===== src/bis_pkg.sv =====
`timescale 1ns / 1ps

package bis_pkg;

   localparam int OP_W   = 3;
   localparam int ELEM_W = 8;
   localparam int CNT_W  = 9;

   localparam logic [OP_W-1:0] OP_INSERT     = 3'd0;
   localparam logic [OP_W-1:0] OP_REMOVE     = 3'd1;
   localparam logic [OP_W-1:0] OP_MEMBER     = 3'd2;
   localparam logic [OP_W-1:0] OP_SUCCESSOR  = 3'd3;
   localparam logic [OP_W-1:0] OP_COMPLEMENT = 3'd4;
   localparam logic [OP_W-1:0] OP_CLEAR      = 3'd5;

   // controller -> datapath
   typedef struct packed {
      logic load;       // capture the request
      logic exec;       // first pass: check range, single-word update or full clear
      logic scan;       // one word of the successor search
      logic sweep;      // one word of the complement pass
      logic finish;     // load the response register
      logic csr_write;  // top_element write
   } bis_cmd_type;

   // datapath -> controller
   typedef struct packed {
      logic need_scan;
      logic need_sweep;
      logic scan_done;
      logic sweep_last;
      logic rsp_free;
   } bis_status_type;

endpackage


===== src/bis_ctrl.sv =====
`timescale 1ns / 1ps

module bis_ctrl (
   input  logic                    clock,
   input  logic                    reset,
   input  logic                    req_valid,
   input  logic                    csr_valid,
   input  bis_pkg::bis_status_type status,
   output bis_pkg::bis_cmd_type    cmd,
   output logic                    req_stall,
   output logic                    csr_ready
);

   localparam logic [2:0] S_IDLE  = 3'd0;
   localparam logic [2:0] S_EXEC  = 3'd1;
   localparam logic [2:0] S_SCAN  = 3'd2;
   localparam logic [2:0] S_SWEEP = 3'd3;
   localparam logic [2:0] S_DONE  = 3'd4;

   logic [2:0] state_ff;
   logic [2:0] state_in;

   always_comb begin
      state_in = state_ff;
      cmd      = '0;
      unique case (state_ff)
         S_IDLE: begin
            cmd.csr_write = csr_valid;
            if (req_valid) begin
               cmd.load = 1'b1;
               state_in = S_EXEC;
            end
         end
         S_EXEC: begin
            cmd.exec = 1'b1;
            if (status.need_scan) begin
               state_in = S_SCAN;
            end else if (status.need_sweep) begin
               state_in = S_SWEEP;
            end else begin
               state_in = S_DONE;
            end
         end
         S_SCAN: begin
            cmd.scan = 1'b1;
            if (status.scan_done) begin
               state_in = S_DONE;
            end
         end
         S_SWEEP: begin
            cmd.sweep = 1'b1;
            if (status.sweep_last) begin
               state_in = S_DONE;
            end
         end
         S_DONE: begin
            if (status.rsp_free) begin
               cmd.finish = 1'b1;
               state_in   = S_IDLE;
            end
         end
         default: begin
            state_in = S_IDLE;
         end
      endcase
   end

   assign req_stall = (state_ff != S_IDLE);
   assign csr_ready = (state_ff == S_IDLE);

   always_ff @(posedge clock) begin
      if (reset) begin
         state_ff <= S_IDLE;
      end else begin
         state_ff <= state_in;
      end
   end

endmodule


===== src/bis_datapath.sv =====
`timescale 1ns / 1ps

module bis_datapath #(
   parameter int SET_SIZE = 256
) (
   input  logic                     clock,
   input  logic                     reset,
   input  bis_pkg::bis_cmd_type     cmd,
   output bis_pkg::bis_status_type  status,
   input  logic [bis_pkg::OP_W-1:0]   req_op,
   input  logic [bis_pkg::ELEM_W-1:0] req_element,
   input  logic [bis_pkg::ELEM_W-1:0] csr_top_element,
   input  logic                     rsp_stall,
   output logic                     rsp_valid,
   output logic                     rsp_is_member,
   output logic [bis_pkg::ELEM_W-1:0] rsp_next_element,
   output logic                     rsp_next_valid,
   output logic [bis_pkg::CNT_W-1:0]  rsp_member_count,
   output logic [bis_pkg::ELEM_W-1:0] rsp_smallest_member,
   output logic                     rsp_smallest_valid,
   output logic                     rsp_range_error
);

   // Only elements 0..255 are reachable, so storage stops there.
   localparam int BITS   = (SET_SIZE < 256) ? SET_SIZE : 256;
   localparam int WORD_W = (BITS < 32) ? BITS : 32;
   localparam int NWORDS = (BITS + WORD_W - 1) / WORD_W;
   localparam int BW_W   = $clog2(WORD_W);
   localparam int WA_W   = (NWORDS > 1) ? $clog2(NWORDS) : 1;
   localparam logic [bis_pkg::ELEM_W-1:0] MAX_TOP = bis_pkg::ELEM_W'(BITS - 1);
   localparam logic [WA_W-1:0] LAST_WORD = WA_W'(NWORDS - 1);

   function automatic logic [BW_W-1:0] lowest_set(input logic [WORD_W-1:0] w);
      logic [BW_W-1:0] idx;
      idx = '0;
      for (int i = WORD_W - 1; i >= 0; i--) begin
         if (w[i]) begin
            idx = BW_W'(i);
         end
      end
      return idx;
   endfunction

   logic [WORD_W-1:0]  words_ff [NWORDS];
   logic [WORD_W-1:0]  words_in [NWORDS];
   logic [bis_pkg::OP_W-1:0]   op_ff, op_in;
   logic [bis_pkg::ELEM_W-1:0] elem_ff, elem_in;
   logic [bis_pkg::ELEM_W-1:0] top_ff, top_in;
   logic [bis_pkg::CNT_W-1:0]  count_ff, count_in;
   logic [bis_pkg::ELEM_W-1:0] small_ff, small_in;
   logic                       known_ff, known_in;
   logic                       err_ff, err_in;
   logic [bis_pkg::ELEM_W-1:0] next_ff, next_in;
   logic                       next_valid_ff, next_valid_in;
   logic [WA_W-1:0]            ptr_ff, ptr_in;

   logic                       rsp_valid_ff, rsp_valid_in;
   logic                       rsp_member_ff;
   logic [bis_pkg::ELEM_W-1:0] rsp_next_ff;
   logic                       rsp_next_valid_ff;
   logic [bis_pkg::CNT_W-1:0]  rsp_count_ff;
   logic [bis_pkg::ELEM_W-1:0] rsp_small_ff;
   logic                       rsp_small_valid_ff;
   logic                       rsp_err_ff;

   logic [bis_pkg::ELEM_W-1:0] eff_top;
   logic                       in_range;
   logic                       err_now;
   logic [WA_W-1:0]            e_word, top_word, rd_addr;
   logic [BW_W-1:0]            e_bit, top_bit;
   logic [WORD_W-1:0]          rd_word, onehot, gt_mask, le_mask;
   logic [WORD_W-1:0]          scan_word, sweep_mask, sweep_word, ffs_src;
   logic                       cur_bit, scan_found, last_scan;
   logic [BW_W-1:0]            ffs_idx;
   logic [bis_pkg::ELEM_W-1:0] found_elem;
   logic                       small_hit;

   assign eff_top  = (top_ff > MAX_TOP) ? MAX_TOP : top_ff;
   assign in_range = (elem_ff <= eff_top);
   assign err_now  = (op_ff <= bis_pkg::OP_SUCCESSOR) && !in_range;
   assign e_word   = WA_W'(elem_ff >> BW_W);
   assign e_bit    = elem_ff[BW_W-1:0];
   assign top_word = WA_W'(eff_top >> BW_W);
   assign top_bit  = eff_top[BW_W-1:0];

   assign rd_addr = (cmd.scan || cmd.sweep) ? ptr_ff : e_word;
   assign rd_word = words_ff[rd_addr];
   assign cur_bit = rd_word[e_bit];

   always_comb begin
      for (int i = 0; i < WORD_W; i++) begin
         onehot[i]  = (BW_W'(i) == e_bit);
         gt_mask[i] = (BW_W'(i) > e_bit);
         le_mask[i] = (BW_W'(i) <= top_bit);
      end
   end

   // successor search: bits above the element, at or below the top
   assign scan_word = rd_word & ((ptr_ff == e_word) ? gt_mask : '1)
                              & ((ptr_ff == top_word) ? le_mask : '1);
   assign scan_found = |scan_word;
   assign last_scan  = (ptr_ff == top_word);

   // complement: invert inside 0..top, drop everything above
   always_comb begin
      if (ptr_ff < top_word) begin
         sweep_mask = '1;
      end else if (ptr_ff == top_word) begin
         sweep_mask = le_mask;
      end else begin
         sweep_mask = '0;
      end
   end
   assign sweep_word = ~rd_word & sweep_mask;

   assign ffs_src    = cmd.sweep ? sweep_word : scan_word;
   assign ffs_idx    = lowest_set(ffs_src);
   assign found_elem = bis_pkg::ELEM_W'(bis_pkg::ELEM_W'(ptr_ff) * bis_pkg::ELEM_W'(WORD_W)
                                        + bis_pkg::ELEM_W'(ffs_idx));

   assign small_hit = known_ff && (small_ff == elem_ff);

   assign status.need_scan  = !err_now && cur_bit && (elem_ff < eff_top) &&
                              ((op_ff == bis_pkg::OP_SUCCESSOR) ||
                               ((op_ff == bis_pkg::OP_REMOVE) && small_hit));
   assign status.need_sweep = (op_ff == bis_pkg::OP_COMPLEMENT);
   assign status.scan_done  = scan_found || last_scan;
   assign status.sweep_last = (ptr_ff == LAST_WORD);
   assign status.rsp_free   = !rsp_valid_ff || !rsp_stall;

   always_comb begin
      words_in      = words_ff;
      op_in         = op_ff;
      elem_in       = elem_ff;
      top_in        = top_ff;
      count_in      = count_ff;
      small_in      = small_ff;
      known_in      = known_ff;
      err_in        = err_ff;
      next_in       = next_ff;
      next_valid_in = next_valid_ff;
      ptr_in        = ptr_ff;

      if (cmd.csr_write) begin
         top_in = csr_top_element;
      end

      if (cmd.load) begin
         op_in   = req_op;
         elem_in = req_element;
      end

      if (cmd.exec) begin
         err_in        = err_now;
         next_in       = '0;
         next_valid_in = 1'b0;
         ptr_in        = e_word;
         if (!err_now) begin
            unique case (op_ff)
               bis_pkg::OP_INSERT: begin
                  words_in[e_word] = rd_word | onehot;
                  count_in = count_ff + {{(bis_pkg::CNT_W-1){1'b0}}, ~cur_bit};
                  if (!known_ff || (small_ff > elem_ff)) begin
                     small_in = elem_ff;
                     known_in = 1'b1;
                  end
               end
               bis_pkg::OP_REMOVE: begin
                  words_in[e_word] = rd_word & ~onehot;
                  count_in = count_ff - {{(bis_pkg::CNT_W-1){1'b0}}, cur_bit};
                  if (small_hit && !status.need_scan) begin
                     known_in = 1'b0;
                     small_in = '0;
                  end
               end
               bis_pkg::OP_COMPLEMENT: begin
                  count_in = '0;
                  known_in = 1'b0;
                  small_in = '0;
                  ptr_in   = '0;
               end
               bis_pkg::OP_CLEAR: begin
                  for (int w = 0; w < NWORDS; w++) begin
                     words_in[w] = '0;
                  end
                  count_in = '0;
                  known_in = 1'b0;
                  small_in = '0;
               end
               default: begin
               end
            endcase
         end
      end

      if (cmd.scan) begin
         if (op_ff == bis_pkg::OP_REMOVE) begin
            if (scan_found) begin
               small_in = found_elem;
            end else if (last_scan) begin
               known_in = 1'b0;
               small_in = '0;
            end
         end else if (scan_found) begin
            next_in       = found_elem;
            next_valid_in = 1'b1;
         end
         if (!status.scan_done) begin
            ptr_in = ptr_ff + 1'b1;
         end
      end

      if (cmd.sweep) begin
         words_in[ptr_ff] = sweep_word;
         count_in = count_ff + bis_pkg::CNT_W'($countones(sweep_word));
         if (!known_ff && (|sweep_word)) begin
            known_in = 1'b1;
            small_in = found_elem;
         end
         if (!status.sweep_last) begin
            ptr_in = ptr_ff + 1'b1;
         end
      end
   end

   assign rsp_valid_in = cmd.finish || (rsp_valid_ff && rsp_stall);

   always_ff @(posedge clock) begin
      if (reset) begin
         for (int w = 0; w < NWORDS; w++) begin
            words_ff[w] <= '0;
         end
         top_ff       <= '1;
         count_ff     <= '0;
         small_ff     <= '0;
         known_ff     <= 1'b0;
         rsp_valid_ff <= 1'b0;
      end else begin
         words_ff     <= words_in;
         top_ff       <= top_in;
         count_ff     <= count_in;
         small_ff     <= small_in;
         known_ff     <= known_in;
         rsp_valid_ff <= rsp_valid_in;
      end
   end

   always_ff @(posedge clock) begin
      op_ff         <= op_in;
      elem_ff       <= elem_in;
      err_ff        <= err_in;
      next_ff       <= next_in;
      next_valid_ff <= next_valid_in;
      ptr_ff        <= ptr_in;
      if (cmd.finish) begin
         rsp_member_ff      <= !err_ff && in_range && cur_bit;
         rsp_next_ff        <= next_valid_ff ? next_ff : '0;
         rsp_next_valid_ff  <= next_valid_ff;
         rsp_count_ff       <= count_ff;
         rsp_small_ff       <= known_ff ? small_ff : '0;
         rsp_small_valid_ff <= known_ff;
         rsp_err_ff         <= err_ff;
      end
   end

   assign rsp_valid           = rsp_valid_ff;
   assign rsp_is_member       = rsp_member_ff;
   assign rsp_next_element    = rsp_next_ff;
   assign rsp_next_valid      = rsp_next_valid_ff;
   assign rsp_member_count    = rsp_count_ff;
   assign rsp_smallest_member = rsp_small_ff;
   assign rsp_smallest_valid  = rsp_small_valid_ff;
   assign rsp_range_error     = rsp_err_ff;

endmodule


===== src/bitmap_integer_set.sv =====
// Insert, member test, clear and misses pass capture, the update step and the response
//   register load; successor and remove-of-smallest add a word-by-word search of the bitmap.
// Complement adds a pass over every bitmap word (8 words of 32 bits at SET_SIZE 256).
// Items are handled one at a time; the next request is taken the cycle after the response
//   register loads.
// Reset (synchronous, active high) empties the set at once and sets top_element to 255.
`timescale 1ns / 1ps

module bitmap_integer_set #(
   parameter int SET_SIZE = 256
) (
   input  logic       clock,
   input  logic       reset,
   // request channel
   input  logic       req_valid,
   output logic       req_stall,
   input  logic [2:0] req_op,
   input  logic [7:0] req_element,
   // response channel
   output logic       rsp_valid,
   input  logic       rsp_stall,
   output logic       rsp_is_member,
   output logic [7:0] rsp_next_element,
   output logic       rsp_next_valid,
   output logic [8:0] rsp_member_count,
   output logic [7:0] rsp_smallest_member,
   output logic       rsp_smallest_valid,
   output logic       rsp_range_error,
   // top_element register write
   input  logic       csr_valid,
   output logic       csr_ready,
   input  logic [7:0] csr_top_element
);

   // The controller sequences each item: capture, a single-word update or a full clear,
   // then an optional word-by-word successor search or complement pass, then the response
   // register load. The datapath holds the bitmap as an array of words, the count,
   // the smallest member and one priority encoder shared by search and complement.
   bis_pkg::bis_cmd_type    cmd;
   bis_pkg::bis_status_type status;

   bis_ctrl u_ctrl (
      .clock     (clock),
      .reset     (reset),
      .req_valid (req_valid),
      .csr_valid (csr_valid),
      .status    (status),
      .cmd       (cmd),
      .req_stall (req_stall),
      .csr_ready (csr_ready)
   );

   // The response register lets a finished result wait while the next request
   // is taken and worked on.
   bis_datapath #(
      .SET_SIZE (SET_SIZE)
   ) u_datapath (
      .clock               (clock),
      .reset               (reset),
      .cmd                 (cmd),
      .status              (status),
      .req_op              (req_op),
      .req_element         (req_element),
      .csr_top_element     (csr_top_element),
      .rsp_stall           (rsp_stall),
      .rsp_valid           (rsp_valid),
      .rsp_is_member       (rsp_is_member),
      .rsp_next_element    (rsp_next_element),
      .rsp_next_valid      (rsp_next_valid),
      .rsp_member_count    (rsp_member_count),
      .rsp_smallest_member (rsp_smallest_member),
      .rsp_smallest_valid  (rsp_smallest_valid),
      .rsp_range_error     (rsp_range_error)
   );

endmodule


===== config.mk =====
export PLATFORM = sky130hd
export DESIGN_NAME = bitmap_integer_set
export DESIGN_NICKNAME = d
export VERILOG_FILES = /design/src/bis_pkg.sv /design/src/bis_ctrl.sv /design/src/bis_datapath.sv /design/src/bitmap_integer_set.sv
export SDC_FILE = /design/constraint.sdc
export NUM_CORES = 1
export LEC_CHECK = 0
export BUFFER_PORTS_ARGS = -buffer_cell sky130_fd_sc_hd__buf_2
export CELL_PAD_IN_SITES_DETAIL_PLACEMENT = 1
export CELL_PAD_IN_SITES_GLOBAL_PLACEMENT = 2
export CORE_UTILIZATION = 23
export CTS_BUF_LIST = sky130_fd_sc_hd__clkbuf_16
export DETAILED_ROUTE_END_ITERATION = 10
export PLACE_DENSITY_LB_ADDON = 0.1
export SYNTH_ARGS = -nofsm -noshare
export SYNTH_HDL_FRONTEND = slang
export SYNTH_SLANG_ARGS = --single-unit

===== constraint.sdc =====
create_clock -name clock -period 6.6 [get_ports clock]
set_clock_uncertainty 0.05 [all_clocks]
set_input_delay 1.32 -clock clock [delete_from_list [all_inputs] [get_ports clock]]
set_output_delay 1.32 -clock clock [all_outputs]
set_load 0.01 [all_outputs]

; Word-level counts from Yosys, hierarchy flattened
; Index checks and enable logic that the tools add are counted.
[word_totals]
reg_bits = 339
inputBits = 24
output_inout_bits = 32
wordCells = 346
[op_classes]
n_addsub = 36
order_cmp = 76
n_eq_ne = 48
muxes = 111
n_bitwise = 11
reduce_logical = 37
[ops]
columns = op, n
row1 = $bwmux 256, 3
row2 = $mux 256, 3
row3 = $pmux 256 s3, 1
row4 = $mux 32, 9
row5 = $demux 32 s3, 2
row6 = $mux 5, 32
row7 = $add 9x9->9, 16
row8 = $and 32x32->32, 4
row9 = $mux 8, 15
row10 = $bmux 32 s3, 1
row11 = $eq 5x5->1 const A, 16
row12 = $gt 5x5->1 const A, 16
row13 = $le 5x5->1 const A, 16
row14 = $not 32->32, 2
row15 = $reduce_or 32->1, 2
row16 = $mux 3, 14
row17 = $eq 4x5->1 const A, 8
row18 = $gt 4x5->1 const A, 8
row19 = $le 4x5->1 const A, 8
row20 = $add 1x1->2, 16
row21 = $or 32x32->32, 1
row22 = $mux 9, 3
row23 = $pmux 9 s3, 1
row24 = $pmux 8 s3, 1
row25 = other kinds (46), 121

; Logic depth before layout (Yosys ltp)
; Gate-level depths: netlist (run 1).
[logic_depth]
ltp_word = 49
depth_mapped = 34
depth_no_buf = 28

; Modules after synthesis
; Synthesis (run 1) repeated with hierarchy kept, for this count alone.
[unflattened]
hier_cells = 2589
area_unflattened_um2 = 23094.6
[by_module_without_submodules]
columns = mod, instances, cells_each, area_each_um2, seq_area_each_um2
row1 = bis_datapath, 1, 2557, 22813.1, 7136.8
row2 = bis_ctrl, 1, 32, 281.5, 60.1

; Least setup slack after synthesis (run 1)
; OpenSTA, ideal clock, no wires.
[synth_path]
path_type = register to register
from = reg u_datapath.ptr_ff[0]
to = reg u_datapath.count_ff[8] (netlist name)
setup_time_ns = 0.086
t_arrival_ns = 7.040
required_ns = 6.464
setup_slack_ns = -0.576
stages_incl_launch_ff = 31
n_path_buf = 4
synth_period_minus_slack_ns = 7.176
cell_sequence = dfxtp_1 > inv_1 > clkbuf_1 > ha_1 > and3_1 > clkbuf_1 > clkbuf_1 > clkbuf_1 > and3_1 > nor2_1 > nor2_1 > clkinv_1 > ha_1 > fa_1 > inv_1 > fa_1 > fa_1 > xnor2_1 > xnor2_1 > fa_1 > fa_1 > inv_1 > fa_1 > a21o_1 > a21o_1 > a21o_1 > a21oi_1 > nor2b_1 > o21ai_0 > o21ai_0 > a211oi_1
[synth_via]
elab_chain_len = 14
elab_cells_between_ends = 52
cone_classes = 34 x add/sub / 1 x order compare / 1 x eq/ne / 12 x mux / 4 x bitwise
[synth_lines]
columns = item, line
row1 = start: declaration, bis_datapath.sv:55  ; logic [WA_W-1:0] ptr_ff, ptr_in;
row2 = start signal: assignment, bis_datapath.sv:254  ; ptr_ff <= ptr_in;
row3 = $mux 3, bis_datapath.sv:86  ; assign rd_addr = (cmd.scan || cmd.sweep) ? ptr_ff : e_word;
row4 = $not 3->4 (implied by the code), bis_datapath.sv:87  ; assign rd_word = words_ff[rd_addr];
row5 = $bmux 32 s3, bis_datapath.sv:87
row6 = $mux 32 (implied by the code) (2 in a row), bis_datapath.sv:87
row7 = $not 32->32, bis_datapath.sv:114  ; assign sweep_word = ~rd_word & sweep_mask;
row8 = $and 32x32->32, bis_datapath.sv:114
row9 = $add 1x1->2 (implied by the code), bis_datapath.sv:215  ; count_in = count_ff + bis_pkg::CNT_W'($countones(sweep_word));
row10 = $add 9x9->9 (implied by the code) (4 in a row), bis_datapath.sv:215
row11 = $add 9x9->9, bis_datapath.sv:215
row12 = $mux 9 *, bis_datapath.sv:213  ; if (cmd.sweep) begin
row13 = end signal: assignment, bis_datapath.sv:241  ; count_ff <= count_in;
row14 = end: declaration, bis_datapath.sv:49  ; logic [bis_pkg::CNT_W-1:0] count_ff, count_in;
; Every way passes the cells marked *; elsewhere a longest branch is shown, timed or not. The select of a mux whose other input is x is not followed.
; A chain may end at the register's enable or synchronous reset.

; Worst setup path in the final report (run 1)
[layout_path]
from = reg u_datapath.elem_ff[7] (netlist name)
to = reg u_datapath.count_ff[7] (netlist name)
[layout_via]
elab_chain_len = 14
elab_cells_between_ends = 53
cone_classes = 34 x add/sub / 1 x order compare / 1 x eq/ne / 10 x mux / 4 x bitwise / 3 x reduce/logical
[layout_lines]
columns = item, line
row1 = start: declaration, bis_datapath.sv:47  ; logic [bis_pkg::ELEM_W-1:0] elem_ff, elem_in;
row2 = start signal: assignment, bis_datapath.sv:250  ; elem_ff <= elem_in;
row3 = $mux 3, bis_datapath.sv:86
row4 = $not 3->4 (implied by the code), bis_datapath.sv:87
row5 = $bmux 32 s3, bis_datapath.sv:87
row6 = $mux 32 (implied by the code) (2 in a row), bis_datapath.sv:87
row7 = $not 32->32, bis_datapath.sv:114
row8 = $and 32x32->32, bis_datapath.sv:114
row9 = $add 1x1->2 (implied by the code), bis_datapath.sv:215
row10 = $add 9x9->9 (implied by the code) (4 in a row), bis_datapath.sv:215
row11 = $add 9x9->9, bis_datapath.sv:215
row12 = $mux 9, bis_datapath.sv:213
; Parallel ways exist; a longest one is shown, timed or not. The select of a mux whose other input is x is not followed.

==> results.toml, run 1 <==
[outcome]
status = "finished with violations"
violations = "negative setup slack"

[worst_setup_path]
critical_path_class = "reg2reg"
r2r_setup_slack_ns = -0.28
crit_arrival_ns = 7.35
end_kind = "flop"
start_kind = "flop"
critPathMaxFanout = 6
worst_path_max_delay_cell = "nor4_1"
max_stage_delay_ns = 0.73
reg2reg_to = "u_datapath.count_ff[7]"
worst_path_most_repeated_cell = "a21o_1"
rr_startpoint = "u_datapath.elem_ff[7]"
cp.required_ns = 7.07
r2r_cells = 25

[placement]
hpwl_um = 91500
dp.cells = 3991
gp_congestion = 0.925
io_buffers = 55
placed_area_um2 = 26500

[drt]
wirelength_um = 130000
drtAntennaViolNets = 0
via_per_inst = 5.83
drc_errors = 0
drt_iter0_drc = 1784
first_pass_iters = 5
vias = 24100
wl_per_cell_um = 31.5

[min_path]
worstHoldPathType = "reg2reg"
hold_path_depth = 2
min_to = "u_datapath.next_ff[5]"
hp-start = "u_datapath.next_ff[5]"

[finish]
finalInstanceArea_um2 = 29500
nets = 2963
final_cells = 4135
area_delta_synth_final_pct = 32.3
drive_gt1_frac = 0.277

[grt]
grt_pass1_wl_um = 187000
grt_pass1_vias = 24900
grt_overflow = 0
grt_use_total = 0.259
grt_util_met3 = 0.0343
antenna_found_initial = 0
grtUsageMet1 = 0.354
grt_max_degree = 167
top_usage_layer = "met2"
grt_use_met2 = 0.427

[logic_synthesis]
async_flop_share = 0
synth_edf_count = 41
ys.warnings.count = 0
synthFlopType = "dfxtp_1"
synth_nets = 2728
syn-cell-area_um2 = 22300
synth.avg_cell_area_um2 = 8.58
synth_seq_cells = 339
yosysUniqueCellTypes = 89
ys_seq_area_frac = 0.323
synthesis.instances = 2599

[clock_network]
ctsHoldBuffers = 0
cts_tree = "built"
clock_latency_ns = 0.65
cts_sinks = 339
root_buffer = "clkbuf_16"
htree_num_levels = 2
clkTransAtPathRegs_ns = 0.06
cts_buffer_depth = 3
cts_buffers = 46

[power_and_ir_drop]
p_switching_uw = 5370
intPower_uw = 7970
p_clk_frac = 0.185
p_seq_frac = 0.162
power_density_nw_per_um2 = 452
vdd_drop_max_v = 0.00171
p_leak_uw = 0.0102
combinationalPowerShare = 0.653
sw_frac_of_total = 0.402

[timing]
rsz0062_at_grt = "yes"
fmax_mhz = 145
setup_violations = 4
tightest_slew_ns = 1.26
post-route-period-util = 1.04
slew_headroom = 0.151
fin_crit_ns = 6.88
hold_viol = 0
fin_ws_ns = -0.281
drv_slew = 0

[die]
core_area_um2 = 95400
rows = 113
dieArea_um2 = 98200
die_h_um = 313
pin_count = 56
chipWidth_um = 313
initial_core_util = 0.234

[flow_run]
drv_cap = 0
==> worst max path at each step <==
| stage | from | slack, ns | to | cells past startpoint |
|---|---|---|---|---|
| after floorplan | u_datapath.elem_ff[6] | 0.002 | u_datapath.count_ff[7] | 28 |
| after global placement | u_datapath.ptr_ff[2] | -0.62 | u_datapath.count_ff[7] | 26 |
| after detailed placement | u_datapath.ptr_ff[2] | -0.66 | u_datapath.count_ff[7] | 26 |
| after CTS | u_datapath.elem_ff[5] | -0.20 | u_datapath.count_ff[5] | 28 |
| after global routing | u_ctrl.state_ff[2] | -0.48 | u_datapath.count_ff[8] | 29 |
| final | u_datapath.elem_ff[7] | -0.28 | u_datapath.count_ff[7] | 25 |
==> routing by layer <==
metal | wire length [um] | vias up
li1 | - | 10700
met1 | 59900 | 12600
met2 | 60600 | 712
met4 | 3540 | 0
met3 | 6170 | 193
met5 | 0 | -
==> per-stage QoR <==
| step | hold slack, ns | worst slack [ns] | power [uW] | util | TNS [ns] |
|---|---|---|---|---|---|
| floorplan | 0.374 | 0.00162 | 6790 | - | 0 |
| global placement | 0.387 | -0.618 | 10000 | 0.278 | -2.65 |
| finish | 0.398 | -0.281 | 13300 | 0.309 | -1.03 |
| detailed placement | 0.390 | -0.663 | 9930 | 0.278 | -2.69 |
| global route | 0.422 | -0.478 | 14400 | 0.309 | -2.20 |
| CTS | 0.398 | -0.196 | 13400 | 0.305 | -0.624 |
==> power groups by stage <==
stage / logic (uW) / clock network [uW] / registers [uW]
finish: 8710 / 2470 / 2160
global route: 9640 / 2630 / 2160
CTS: 8660 / 2540 / 2160
detailed placement: 7720 / 0 / 2200
global placement: 7800 / 0 / 2200
floorplan: 4600 / 0 / 2190
==> worst max-delay path: cells and delay by family, from the launching register on <==
kind	cells	cell delay (ns)
flip-flops	1	0.52
adder cells (fa/ha/maj)	6	2.62
AO/OA/AOI/OAI	9	1.38
AND/OR/NAND/NOR	4	1.06
multiplexers	1	0.28
buffers and inverters	5	0.82
==> timing repair <==
item,4_1_cts,5_1_grt
pin swaps,51,14
setup buffers,43,15
gates resized for setup,146,40
endpoints found under the setup margin,8,7
gates cloned,3,3
==> cell usage after synthesis, drive strengths merged, types with 6 or more instances <==
cell,instances,area share
o21a,12,0.0040
fa,30,0.027
or3,12,0.0034
a21oi,95,0.022
dfxtp,298,0.27
mux2i,23,0.010
o22ai,11,0.0031
clkbuf,206,0.035
a211oi,452,0.15
nand3,40,0.0090
o221ai,17,0.0067
ha,75,0.042
o41ai,6,0.0024
nor4,31,0.012
or2,12,0.0034
nor2,104,0.018
edfxtp,41,0.055
a2111oi,14,0.0072
a22oi,27,0.0091
o21ai,79,0.018
nand2b,18,0.0051
o31ai,20,0.0067
inv,188,0.032
xnor2,15,0.0059
nand2,141,0.024
nor3,36,0.0081
clkinv,13,0.0022
and2,30,0.0084
o21bai,6,0.0024
buf,74,0.021
a21o,29,0.0098
mux2,13,0.0067
and3,32,0.0090
o211ai,6,0.0020
nor2b,12,0.0034
a221oi,254,0.10
a31oi,21,0.0059
nand4,18,0.0051
a211o,10,0.0039
==> cell type report <==
type / count / area (um^2)
fillers: 11000 / 65900
multi-input cells: 1780 / 14500
flip-flops and latches: 339 / 7200
repair buffers: 466 / 4050
well taps: 1265 / 1580
clock buffers: 48 / 1200
inverters: 201 / 766
clock inverters: 35 / 238
diodes: 1 / 2.50
==> logic make-up (layout without fill, tap and decap cells) <==
| logic type | Yosys count | count (layout) | synth area share |
|---|---|---|---|
| fa+ha+maj | 105 | 105 | 0.0690 |
| simple gates | 507 | 507 | 0.117 |
| compound gates | 1114 | 1114 | 0.378 |
| buf+inv | 481 | 750 | 0.0898 |
| flops | 339 | 339 | 0.323 |
| xor+xnor | 17 | 17 | 0.00668 |
| mux | 36 | 37 | 0.0171 |
| other cells | 0 | 1 | 0 |
==> layout by cell type, fill, tap and decap left out, types with 19 or more instances in the layout <==
cell         n
a211oi_1   373
a211oi_2    70
a21o_1      27
a21oi_1     86
a221oi_1   254
a22oi_1     26
a31oi_1     21
and2_1      29
and3_1      31
buf_12      33
buf_2       54
buf_4      347
clkbuf_16   51
dfxtp_1    295
edfxtp_1    41
fa_1        26
ha_1        63
inv_1      182
nand2_1    133
nand3_1     39
nor2_1      92
nor3_1      25
o21ai_0     55
o21ai_1     19
==> state kept, by name, indices dropped and copies added, names as in the netlist, 3 cells and up <==
register	flops
u_ctrl.state_ff	3
u_datapath.count_ff	9
u_datapath.elem_ff	8
u_datapath.next_ff	8
u_datapath.op_ff	3
u_datapath.ptr_ff	3
u_datapath.rsp_member_count	9
u_datapath.rsp_next_element	8
u_datapath.rsp_smallest_member	8
u_datapath.small_ff	8
u_datapath.top_ff	8
u_datapath.words_ff	256
(Power assumes the default switching activity.)
==> run 2: changes to the inputs <==
--- a/config.mk
+++ b/config.mk
@@ -8,7 +8,7 @@
 export BUFFER_PORTS_ARGS = -buffer_cell sky130_fd_sc_hd__buf_2
 export CELL_PAD_IN_SITES_DETAIL_PLACEMENT = 1
 export CELL_PAD_IN_SITES_GLOBAL_PLACEMENT = 2
-export CORE_UTILIZATION = 23
+export CORE_UTILIZATION = 36
 export CTS_BUF_LIST = sky130_fd_sc_hd__clkbuf_16
 export DETAILED_ROUTE_END_ITERATION = 10
 export PLACE_DENSITY_LB_ADDON = 0.1
==> run 2 against run 1 <==
The run still ends with negative setup slack left. Sequential power is essentially flat. Power shrank 1.4%. Register-to-register slack gained 0.03 ns. Routed wire length shrank 7.9%. Worst hold slack gained 0.0010 ns. First-iteration DRC count grew 34%. Die area shrank 36%.
==> results.toml, run 2 (same netlist as run 1, synthesis figures left out) <==
[finish]
nets = 2950
regMostFlops = "u_datapath.words_ff"
largest_reg_flops = 256
area_delta_synth_final_pct = 28.3
drive_gt1_frac = 0.276
post-route-util = 0.470
finalInstanceArea_um2 = 28600
layout_common_cells = "369 x a211oi_1, 344 x buf_4, 293 x dfxtp_1"
final_common_cell = "a211oi_1"

[clock_network]
clkTransAtPathRegs_ns = 0.06
cts_buffers = 43
cts_sinks = 339
cts_tree = "built"
htree_num_levels = 2
root_buffer = "clkbuf_16"
cts_buffer_depth = 3
clock_latency_ns = 0.60

[min_path]
min_to = "u_datapath.next_ff[3]"
hold_path_depth = 2
hp-start = "u_datapath.next_ff[3]"
worstHoldPathType = "reg2reg"

[worst_setup_path]
crit_arrival_ns = 7.28
reg2reg_to = "u_datapath.count_ff[7]"
critical_path_class = "reg2reg"
worst_path_max_delay_cell = "fa_1"
r2r_cells = 28
rr_startpoint = "u_ctrl.state_ff[2]"
start_kind = "flop"
worst_path_most_repeated_cell = "a21o_1"
cp.required_ns = 7.03
r2r_setup_slack_ns = -0.25
max_stage_delay_ns = 0.58
end_kind = "flop"
critPathMaxFanout = 8
crit_start = "u_ctrl.state_ff[2]"

[power_and_ir_drop]
p_clk_frac = 0.168
intPower_uw = 7780
p_switching_uw = 5370
finalPower_uw = 13200
sw_frac_of_total = 0.409
power_density_nw_per_um2 = 460
p_seq_frac = 0.164
combinationalPowerShare = 0.668
p_leak_uw = 0.0100
vdd_drop_max_v = 0.00154

[die]
initial_core_util = 0.367
die_h_um = 251
chipWidth_um = 251
dieArea_um2 = 62900
rows = 90
pin_count = 56
core_area_um2 = 60800

[drt]
drc_errors = 0
first_pass_iters = 5
via_per_inst = 6.75
routed-wl-met2_um = 54700
wl_per_cell_um = 33.0
wl_met3_um = 8740
met1_length_um = 51300
drtAntennaViolNets = 0
wirelength_um = 120000
drt_iter0_drc = 2389
vias = 24500
top_layer = "met4"

[timing]
fmax_mhz = 146
post-route-period-util = 1.04
slew_headroom = 0.0784
fin_ws_ns = -0.248
tightest_slew_ns = 1.37
hold_viol = 0
rsz0062_at_grt = "yes"
drv_slew = 0
fin_crit_ns = 6.85
whs_ns = 0.399
setup_violations = 4

[grt]
grt_pass1_vias = 24600
grt_pass1_wl_um = 172000
grt_max_degree = 139
grt_overflow = 0
antenna_found_initial = 1
grt_use_total = 0.370

[placement]
hpwl_um = 81500
io_buffers = 55
gp_congestion = 0.994
placed_area_um2 = 25800

[outcome]
violations = "negative setup slack"
status = "finished with violations"

[flow_run]
drv_cap = 0
run 2: cell types whose count changed in the layout (fill, tap and decap cells not counted), sizes merged:
| cell | change |
|---|---|
| inv | +3 |
| buf | -11 |
| bufinv | -2 |
| clkinv | -1 |
| clkbuf | -4 |
run 2: how the worst max path moves through the flow:
stage,endpoint,cells past startpoint,slack (ns)
2_1_floorplan,u_datapath.count_ff[7],28,0.002
3_3_place_gp,u_datapath.count_ff[7],24,-0.73
3_5_place_dp,u_datapath.count_ff[7],25,-0.82
4_1_cts,u_datapath.count_ff[8],27,-0.22
5_1_grt,u_datapath.count_ff[6],29,-0.37
6_report,u_datapath.count_ff[7],28,-0.25
run 2: critical path, delay by kind of cell (launching register included):
kind                     cells  cell delay, ns
AO/OA/AOI/OAI               11            2.18
AND/OR/NAND/NOR              3            0.64
buffers and inverters        6            0.63
flip-flops                   1            0.36
XOR/XNOR                     2            0.25
adder cells (fa/ha/maj)      6            2.63
run 2: per-layer routing:
layer,vias up,track usage
met4,0,0.150
met3,283,0.0641
met1,12500,0.490
met5,-,0
li1,10600,-
met2,1127,0.596
run 2: layout make-up:
class                      count  area (um^2)
timing repair buffer         456         3840
antenna                        1         2.50
tap                          782          978
clock inverter                35          191
multi-input combinational   1780        14500
clock buffer                  43         1080
sequential                   339         7210
inverter                     201          766
fill                        6918        32200
run 2: what timing repair did:
| item | in CTS | in global routing |
|---|---|---|
| hold buffers | 0 | 0 |
| pin swaps | 26 | 61 |
| gates resized for setup | 98 | 110 |
| buffers inserted | 21 | 26 |
| setup endpoints to repair | 8 | 7 |
| gates cloned | 2 | 4 |
run 2: per-stage QoR:
stage,cells,setup slack (ns),setup TNS [ns]
2_1_floorplan,2599,0.00162,0
3_3_place_gp,3509,-0.734,-3.46
3_5_place_dp,3509,-0.822,-4.07
4_1_cts,3610,-0.220,-0.577
5_1_grt,3636,-0.374,-1.64
6_report,3637,-0.248,-0.774
run 2: power groups by stage:
stage | clock, uW | sequential (uW) | combinational (uW)
after floorplan | 0 | 2190 | 4600
after global placement | 0 | 2200 | 7800
after detailed placement | 0 | 2200 | 7800
after CTS | 2240 | 2160 | 8220
after global routing | 2320 | 2160 | 9480
final | 2210 | 2160 | 8780
==> run 3: changes to the inputs <==
--- a/config.mk
+++ b/config.mk
@@ -8,10 +8,11 @@
 export BUFFER_PORTS_ARGS = -buffer_cell sky130_fd_sc_hd__buf_2
 export CELL_PAD_IN_SITES_DETAIL_PLACEMENT = 1
 export CELL_PAD_IN_SITES_GLOBAL_PLACEMENT = 2
-export CORE_UTILIZATION = 36
+export CORE_UTILIZATION = 37
 export CTS_BUF_LIST = sky130_fd_sc_hd__clkbuf_16
 export DETAILED_ROUTE_END_ITERATION = 10
 export PLACE_DENSITY_LB_ADDON = 0.1
 export SYNTH_ARGS = -nofsm -noshare
 export SYNTH_HDL_FRONTEND = slang
+export SYNTH_HIERARCHICAL = 1
 export SYNTH_SLANG_ARGS = --single-unit
==> run 3 against run 2 <==
The run still ends with negative setup slack left. Worst setup slack got worse by 0.81 ns. Clock power increased by 5%. Worst hold slack better by 0.034 ns. Maximum frequency decreased by 11%. Count of clock-buffer cells in the layout is the same. Cell count grew 1.5%. Synthesized area rose by 3.6%. Die area is 0.80% higher. Sequential power rose by 10%. Critical path type unchanged. Largest power group unchanged. Highest routed layer is now met5.
==> results.toml, run 3 <==
[logic_synthesis]
async_flop_share = 0
synth_seq_cells = 339
synth.avg_cell_area_um2 = 8.92
yosysUniqueCellTypes = 100
synthFlopType = "dfxtp_1"
yosysTopAreaCellShare = 0.258
synth.most_common_cell = "dfxtp_1"
synth_area_leaders = "dfxtp_1 26%, a221oi_1 9.9%, mux2i_1 9.8%, a211oi_1 8.6%, edfxtp_1 5.3%"
synth.largest_area_cell = "dfxtp_1"
ys_seq_area_frac = 0.312
ys.warnings.count = 6
synth_nets = 2685
syn-cell-area_um2 = 23100
synth_common_cells = "298 x dfxtp_1, 265 x a211oi_1, 260 x a221oi_1"
synth_edf_count = 41
synthesis.instances = 2589

[min_path]
worstHoldPathType = "reg2reg"
hp-start = "u_datapath/next_ff[5]"

[finish]
final_common_cell = "buf_4"
regMostFlops = "u_datapath/words_ff"
antenna_cells = 0
largest_reg_flops = 256
multi_input_area_um2 = 14900
layout_common_cells = "371 x buf_4, 296 x dfxtp_1, 264 x a211oi_1"
seq_area_um2 = 7200
fillers = 7040
finalInstanceArea_um2 = 28500
nets = 2918
drive_gt1_frac = 0.237
area_delta_synth_final_pct = 23.3

[clock_network]
cts_buffer_depth = 3
ctsHoldBuffers = 0
clkTransAtPathRegs_ns = 0.06
cts_sinks = 339
root_buffer = "clkbuf_16"
cts_buffers = 42
htree_num_levels = 2
clock_latency_ns = 0.59
cts_tree = "built"

[drt]
via_per_inst = 6.79
drc_errors = 0
wl_per_cell_um = 34.2
vias = 25000
drtAntennaViolNets = 0
drt_iter0_drc = 2370
wirelength_um = 126000
first_pass_iters = 5

[grt]
grt_overflow = 0
grt_max_degree = 172
antenna_found_initial = 2
grt_use_total = 0.391
grt_pass1_vias = 25300
grt_pass1_wl_um = 182000

[die]
pin_count = 56
initial_core_util = 0.374
core_area_um2 = 61700
rows = 91
chipWidth_um = 252
die_h_um = 252
dieArea_um2 = 63400

[worst_setup_path]
end_kind = "flop"
critical_path.top_delay_family = "adder cells"
max_stage_delay_ns = 0.57
cp.required_ns = 6.99
crit_arrival_ns = 8.05
worst_path_max_delay_cell = "fa_1"
rr_startpoint = "u_ctrl/state_ff[1]"
worst_path_most_repeated_cell = "fa_1"
start_kind = "flop"
critPathMaxFanout = 9
critical_path_class = "reg2reg"
critPathBufInv = 3
crit_start = "u_ctrl/state_ff[1]"

[timing]
fin_crit_ns = 7.66
post-route-period-util = 1.16
tightest_slew_ns = 1.43
hold_viol = 0
slew_headroom = 0.0362
rsz0062_at_grt = "yes"
fmax_mhz = 131
drv_slew = 0
fin_ws_ns = -1.06
setup_violations = 8

[power_and_ir_drop]
p_leak_uw = 0.0104
power_density_nw_per_um2 = 777
finalPower_uw = 22100
vdd_drop_max_v = 0.00261

[flow_run]
drv_cap = 0

[placement]
hpwl_um = 90800
io_buffers = 55
gp_congestion = 1.01
placed_area_um2 = 26800

[outcome]
violations = "negative setup slack"
status = "finished with violations"
-- run 3: cell count changes after synthesis, moves of 19 or more --
cell / change
nand2_1: -46
a21oi_1: -31
a22oi_1: -23
inv_1: -116
mux2i_1: +202
o22ai_1: +19
a21boi_0: +22
a211oi_1: -186
nor2_1: +62
ha_1: -30
o32ai_2: +20
nor3_1: +73
o32ai_1: +33
-- run 3: per-layer routing --
layer | up-vias | share of wire | global-route usage
li1 | 10700 | - | -
met1 | 12800 | 0.43 | 0.519
met2 | 1151 | 0.45 | 0.618
met3 | 315 | 0.071 | 0.0672
met4 | 4 | 0.050 | 0.178
met5 | - | 0.00021 | 0
-- run 3: final cells by class --
cell class / count / area share
Multi-Input combinational cell: 1907 / 0.525
Sequential cell: 339 / 0.253
Timing Repair Buffer: 457 / 0.128
Clock buffer: 43 / 0.0378
Tap cell: 837 / 0.0368
Inverter: 75 / 0.00989
Clock inverter: 33 / 0.00949
-- run 3: tightest hold or removal path, stage by stage, from the launching register on --
cell and delay (ns):
dfxtp_1 0.32, nand3_1 0.06, o21ai_0 0.07
-- run 3: logic make-up (layout without fill, tap and decap cells) --
logic type,after synthesis,in the layout,share of synthesized area
simple gates,604,604,0.132
buf+inv,343,608,0.0622
xor+xnor,15,15,0.00569
fa+ha+maj,72,72,0.0478
mux,243,243,0.107
flops,339,339,0.312
compound gates,973,973,0.334
-- run 3: final timing paths --
kind | slack, ns | depth (start not counted) | end
hold / removal | 0.43 | 2 | u_datapath/next_ff[5]
setup reg to reg | -1.06 | 26 | u_datapath/count_ff[8]
hold reg to reg | 0.43 | 2 | u_datapath/next_ff[5]
setup / recovery | -1.06 | 26 | u_datapath/count_ff[8]
-- run 3: report_power, final --
part / internal (uW) / total, uW / switching [uW]
combinational: 7760 / 17400 / 9660
clock: 1340 / 2320 / 984
sequential: 2230 / 2380 / 148
total: 11300 / 22100 / 10800
-- run 3: what timing repair did --
item / in CTS / in global routing
cloned: 1 / 0
pin swaps: 36 / 16
gates resized for setup: 29 / 10
endpoints found under the setup margin: 8 / 9
setup buffers: 8 / 5
-- run 3: per-stage QoR --
stage	worst slack [ns]	hold WS, ns	TNS (ns)	instances	utilization
floorplan	-0.769	0.378	-2.85	2589	-
global placement	-1.22	0.405	-6.37	3601	0.434
detailed placement	-1.21	0.418	-6.70	3601	0.434
CTS	-1.08	0.432	-5.82	3685	0.460
global route	-1.30	0.445	-7.33	3691	0.461
finish	-1.06	0.433	-5.68	3691	0.461
